[src/design/rsm_pkg.sv]
package rsm_pkg;

    localparam int SCORE_W      = 16;
    localparam int MEDIAN_W     = 17;
    localparam int COUNT_W      = 7;
    localparam int MAX_SCORES_D = 64;

    typedef logic [SCORE_W-1:0] t_score;

    typedef struct packed {
        logic ins;
        logic occ;
        logic prev_gt;
    } t_cell_ctl;

endpackage

[src/design/rsm_cell.sv]
module rsm_cell
    import rsm_pkg::*;
(
    input  logic      i_clk,
    input  t_cell_ctl i_ctl,
    input  t_score    i_score,
    input  t_score    i_prev_val,
    output t_score    o_val,
    output logic      o_gt
);

    t_score r_val;
    t_score n_val;

    // occupied and larger than the new score: this entry moves up one slot
    assign o_gt  = i_ctl.occ && (r_val > i_score);
    assign o_val = r_val;

    always_comb begin
        if (i_ctl.prev_gt) begin
            n_val = i_prev_val;
        end else if (o_gt || !i_ctl.occ) begin
            n_val = i_score;
        end else begin
            n_val = r_val;
        end
    end

    always_ff @(posedge i_clk) begin
        if (i_ctl.ins) begin
            r_val <= n_val;
        end
    end

endmodule

[src/design/running_set_median.sv]
// running_set_median
// Command port: a score beat is taken at a rising edge with start high and busy
// low. i_score is the score, i_last marks the final score of a set.
// Scores enter a row of MAX_SCORES compare-and-shift cells, one score per cycle
// while busy is low; every cell decides in parallel whether to keep, take the new
// score or take its lower neighbor's value, so the row stays sorted ascending.
// Scores arriving with the row full are dropped and reported via o_overflow.
// Result: a taken last beat sets r_fin, which loads r_valid and the result registers;
// the result is shown on o_median_twice, o_count and o_overflow with o_valid high
// for one cycle.
// Throughput: one score per cycle within a set; after a last beat busy is high
// for one cycle while the two middle cells are selected and summed.
// o_median_twice is the sum of the two middle entries (even count) or twice the
// middle entry (odd count). o_count is the number of kept scores modulo 128.
// The receiver cannot stall; each result must be captured in its strobe cycle.
// Reset (i_rst_n low, synchronous) empties the set and clears busy and o_valid.
module running_set_median
    import rsm_pkg::*;
#(
    parameter int MAX_SCORES = MAX_SCORES_D
) (
    input  logic                i_clk,
    input  logic                i_rst_n,
    input  logic                start,
    output logic                busy,
    input  logic [SCORE_W-1:0]  i_score,
    input  logic                i_last,
    output logic                o_valid,
    output logic [MEDIAN_W-1:0] o_median_twice,
    output logic [COUNT_W-1:0]  o_count,
    output logic                o_overflow
);

    localparam int CW = $clog2(MAX_SCORES + 1);
    localparam int IW = $clog2(MAX_SCORES);

    logic                accept;
    logic                room;
    logic                r_fin;
    logic [CW-1:0]       r_count;
    logic                r_drop;
    logic                r_valid;
    logic [MEDIAN_W-1:0] r_median;
    logic [COUNT_W-1:0]  r_ocount;
    logic                r_oflow;
    logic [IW-1:0]       mid_hi;
    logic [IW-1:0]       mid_lo;
    logic [COUNT_W-1:0]  count_ext;

    t_score              cell_val [MAX_SCORES];
    logic                cell_gt  [MAX_SCORES];
    t_score              sel_lo;
    t_score              sel_hi;

    assign accept = start && !busy;
    assign room   = (r_count < CW'(MAX_SCORES));
    assign busy   = r_fin;

    genvar g;
    generate
        for (g = 0; g < MAX_SCORES; g++) begin : g_cell
            t_cell_ctl ctl;
            assign ctl.ins     = accept && room;
            assign ctl.occ     = (CW'(g) < r_count);
            if (g == 0) begin : g_first
                assign ctl.prev_gt = 1'b0;
                rsm_cell u_cell (
                    .i_clk      (i_clk),
                    .i_ctl      (ctl),
                    .i_score    (i_score),
                    .i_prev_val (i_score),
                    .o_val      (cell_val[g]),
                    .o_gt       (cell_gt[g])
                );
            end else begin : g_rest
                assign ctl.prev_gt = cell_gt[g-1];
                rsm_cell u_cell (
                    .i_clk      (i_clk),
                    .i_ctl      (ctl),
                    .i_score    (i_score),
                    .i_prev_val (cell_val[g-1]),
                    .o_val      (cell_val[g]),
                    .o_gt       (cell_gt[g])
                );
            end
        end
    endgenerate

    // count is at least 1 whenever r_fin is set
    assign mid_hi = IW'(r_count >> 1);
    assign mid_lo = r_count[0] ? mid_hi : (mid_hi - IW'(1));

    always_comb begin
        sel_lo = '0;
        sel_hi = '0;
        for (int i = 0; i < MAX_SCORES; i++) begin
            sel_lo = sel_lo | (cell_val[i] & {SCORE_W{mid_lo == IW'(i)}});
            sel_hi = sel_hi | (cell_val[i] & {SCORE_W{mid_hi == IW'(i)}});
        end
    end

    generate
        if (CW >= COUNT_W) begin : g_cnt_trunc
            assign count_ext = r_count[COUNT_W-1:0];
        end else begin : g_cnt_ext
            assign count_ext = {{(COUNT_W-CW){1'b0}}, r_count};
        end
    endgenerate

    always_ff @(posedge i_clk) begin
        if (!i_rst_n) begin
            r_fin   <= 1'b0;
            r_count <= '0;
            r_drop  <= 1'b0;
            r_valid <= 1'b0;
        end else begin
            r_valid <= r_fin;
            if (r_fin) begin
                r_fin   <= 1'b0;
                r_count <= '0;
                r_drop  <= 1'b0;
            end else if (accept) begin
                r_fin <= i_last;
                if (room) begin
                    r_count <= r_count + CW'(1);
                end else begin
                    r_drop <= 1'b1;
                end
            end
        end
    end

    always_ff @(posedge i_clk) begin
        if (r_fin) begin
            r_median <= {1'b0, sel_lo} + {1'b0, sel_hi};
            r_ocount <= count_ext;
            r_oflow  <= r_drop;
        end
    end

    assign o_valid        = r_valid;
    assign o_median_twice = r_median;
    assign o_count        = r_ocount;
    assign o_overflow     = r_oflow;

`ifndef SYNTHESIS
    a_fin_gives_result: assert property (@(posedge i_clk) disable iff (!i_rst_n)
        r_fin |=> o_valid)
        else $error("finished set produced no result");

    a_no_double_result: assert property (@(posedge i_clk) disable iff (!i_rst_n)
        o_valid |=> !o_valid)
        else $error("result strobe held for two cycles");

    a_count_bound: assert property (@(posedge i_clk) disable iff (!i_rst_n)
        r_count <= CW'(MAX_SCORES))
        else $error("kept count beyond capacity");

    a_fin_clears: assert property (@(posedge i_clk) disable iff (!i_rst_n)
        r_fin |=> (r_count == '0) && !r_drop)
        else $error("set state not cleared after result");
`endif

endmodule

[config.mk]
export PLATFORM = sky130hd
export DESIGN_NAME = running_set_median
export DESIGN_NICKNAME = d
export VERILOG_FILES = /design/src/design/rsm_pkg.sv /design/src/design/rsm_cell.sv /design/src/design/running_set_median.sv
export SDC_FILE = /design/constraint.sdc
export NUM_CORES = 2
export LEC_CHECK = 0
export ABC_AREA = 1
export BUFFER_PORTS_ARGS = -buffer_cell sky130_fd_sc_hd__clkbuf_2
export CAP_MARGIN = 20
export CELL_PAD_IN_SITES_DETAIL_PLACEMENT = 1
export CELL_PAD_IN_SITES_GLOBAL_PLACEMENT = 1
export CORE_MARGIN = 2
export CORE_UTILIZATION = 30
export DETAILED_ROUTE_END_ITERATION = 10
export PLACE_DENSITY_LB_ADDON = 0.3
export SETUP_SLACK_MARGIN = 0.3
export SLEW_MARGIN = 20
export SYNTH_ARGS = -nofsm -noshare
export SYNTH_HDL_FRONTEND = slang
export SYNTH_SLANG_ARGS = --single-unit
[constraint.sdc]
create_clock -name i_clk -period 12.35 [get_ports i_clk]
set_input_delay 2.47 -clock i_clk [delete_from_list [all_inputs] [get_ports i_clk]]
set_output_delay 2.47 -clock i_clk [all_outputs]
set_load 0.01 [all_outputs]
==> flow_metrics.py <==
metrics = {
    "synthesis": {
        "synthFlopType": "edfxtp_1",
        "ys_seq_area_share_pct": 37.4,
        "syn_nets": 12100,
        "ys_warn_count": 0,
        "synthArstFlopShare_pct": 0,
        "synth.avg_cell_area_sq_um": 7.68,
        "synth_most_common_cell": "nand2_1",
        "synth-seq-cells": 1059,
        "ys_top_cells_by_count": "nand2_1 (3,240), o21ai_0 (1,226), edfxtp_1 (1,049)",
        "yosysUniqueCellTypes": 59,
        "synth_top_cell_area_share_pct": 37.2,
        "netlist_top_cells_area": "edfxtp_1 (37%), ha_1 (15%), nand2_1 (14%)",
        "syn-instance-count": 11000,
        "synth_area_sq_um": 84700,
        "synth_largest_area_cell": "edfxtp_1",
        "synth_enable_flop_cells": 1049,
    },
    "worst_setup_path": {
        "cpMaxStageDelayCell": "dfxtp_1",
        "max_stage_delay_ns": 0.83,
        "criticalPathCategory": "reg2reg",
        "crit_path_frequent_cell": "nand2_1",
        "end_kind": "register",
        "crit_arrival_ns": 8.42,
        "crit_fanout": 64,
        "required_ns": 12.94,
        "setup.worst_path.start_class": "register",
    },
    "place": {
        "post-dp-hpwl_um": 541000,
        "dp_slack_ns": 4.33,
        "port_buffers": 46,
        "gp_congestion": 1.11,
    },
    "detailed_routing": {
        "drtIter0Drc": 15300,
        "vias_per_cell": 6.38,
        "num_vias": 95300,
        "antenna_left": 0,
        "wirelength_um": 684000,
        "remaining_drc_errors": 0,
        "wl_per_cell_um": 45.8,
        "drtPass1Iterations": 8,
    },
    "sta": {
        "slew_headroom_pct": 13.9,
        "fin_setup_tns_ns": 0,
        "finalCritPeriodShare_pct": 63.4,
        "min_period_ns": 7.82,
        "setup_viol_count_final": 0,
        "tightestPinTransition_ns": 1.29,
        "finClkSkew_ns": 0.0843,
        "fmax_ghz": 0.128,
        "rsz0062_at_grt": "false",
        "hold_viol": 0,
        "maxSlewViolCount": 0,
        "fin_ws_ns": 4.53,
    },
    "cts": {
        "htree_levels": 4,
        "post_cts_buffers": 0,
        "clk_pin_slew_ns": 0.05,
        "clockBufferDepth": 4,
        "cts.repair.resized": 0,
        "cts_sinks": 1059,
        "clk_latency_ns": 0.93,
        "clockRootBuffer": "clkbuf_16",
        "cts_buffers": 153,
        "holdBufCountCts": 0,
        "cts_tree": "built",
    },
    "flow_run": {
        "drv_cap": 0,
    },
    "finish": {
        "drive_gt1_share_pct": 7.11,
        "nets": 12100,
        "syn_to_final_growth_pct": 13.2,
        "utilization_pct": 34.0,
    },
    "global_routing": {
        "track_usage_pct": 46.2,
        "grt.overflow.total": 0,
        "antenna_found_initial": 139,
        "grt_max_degree": 188,
        "grt_pass1_wl_um": 875000,
        "grt_pass1_vias": 88100,
    },
    "floorplanning": {
        "dieWidth_um": 535,
        "pin_count": 47,
        "initial_core_util_pct": 30.1,
        "die_h_um": 535,
        "core.rowCount": 195,
        "dieArea_sq_um": 287000,
        "core_sq_um": 282000,
    },
    "min_path": {
        "hp-class": "reg2reg",
    },
    "power_and_ir_drop": {
        "power_mw": 12.3,
        "p_leak_nw": 40.1,
        "peakVddDrop_mv": 0.123,
        "power.density_nw_per_um2": 128,
    },
    "status": {
        "status": "complete, no violations",
    },
}
## worst max-delay path: cells and delay by family (launching register included)
family / cells / cell delay, ns
flops: 1 / 0.83
compound gates: 1 / 0.39
xor+xnor: 1 / 0.15
simple gates: 18 / 3.26
buf+inv: 5 / 2.10
fa+ha+maj: 2 / 0.73
## flip-flops by register name (all words and copies together), names as in the netlist
name                         count
o_valid                          1
o_overflow                       1
r_drop                           1
o_count                          7
g_cell.g_first.u_cell.o_val     16
count_ext                        7
busy                             1
o_median_twice                  17
g_cell.g_rest.u_cell.o_val    1008
## final cells by class
cell class                      count  area (sq um)
Fill cell                       33900        186000
Multi-Input combinational cell   8498         47700
Sequential cell                  1059         31700
Tap cell                         3743          4680
Clock buffer                      184          3990
Inverter                          923          3550
Timing Repair Buffer              391          3050
Clock inverter                     86          1030
Antenna cell                       54           135
## final timing paths
path,from,endpoint,cells past startpoint,slack [ns]
setup reg to reg,count_ext[6],o_median_twice[14],27,4.53
hold reg to reg,r_drop,o_overflow,0,0.43
setup / recovery,count_ext[6],o_median_twice[14],27,4.53
hold / removal,r_drop,o_overflow,0,0.43
## cells in the final DEF (no fill, tap or decap), types with 64 or more instances in the layout
cell / Yosys / final
a211oi_1: 65 / 64
a21oi_1: 511 / 503
a221oi_1: 65 / 64
buf_4: 11 / 324
clkbuf_16: 0 / 154
edfxtp_1: 1049 / 1049
ha_1: 1030 / 1029
inv_1: 884 / 867
nand2_1: 3240 / 3238
nand3_1: 924 / 922
nand4_1: 228 / 228
nor2_1: 635 / 555
nor2_2: 24 / 68
nor3_1: 118 / 112
o21ai_0: 1226 / 1217
## cells by family (layout without fill, tap and decap cells)
logic type,count (synthesis),count (layout),share of synthesized area [%]
compound gates,2213,2213,14.5
other cells,0,54,0
buf+inv,1474,1584,6.86
simple gates,5239,5239,25.8
fa+ha+maj,1031,1031,15.2
xor+xnor,15,15,0.155
flops,1059,1059,37.4
## metal layers
metal,wire length (um),vias to the layer above,global-route usage [%]
li1,-,38300,-
met5,401,-,0
met1,281000,48700,61.8
met4,52000,58,30.2
met3,75800,1507,12.6
met2,276000,6654,65.0
## per-stage QoR
stage / hold slack (ns) / instance area (sq um) / std cells
2_1_floorplan: 0.403 / 84700 / 11000
3_3_place_gp: 0.419 / 90500 / 14600
3_5_place_dp: 0.415 / 90600 / 14600
4_1_cts: 0.427 / 95600 / 14900
5_1_grt: 0.451 / 95700 / 14900
6_report: 0.427 / 95900 / 14900
## where the power goes
group          switching [mW]  leakage, nW  internal [mW]
clock network            1.99         2.43           2.71
logic                    1.94         27.4          0.650
registers               0.690         10.2           4.27
Power figures use the tool's default switching activity.
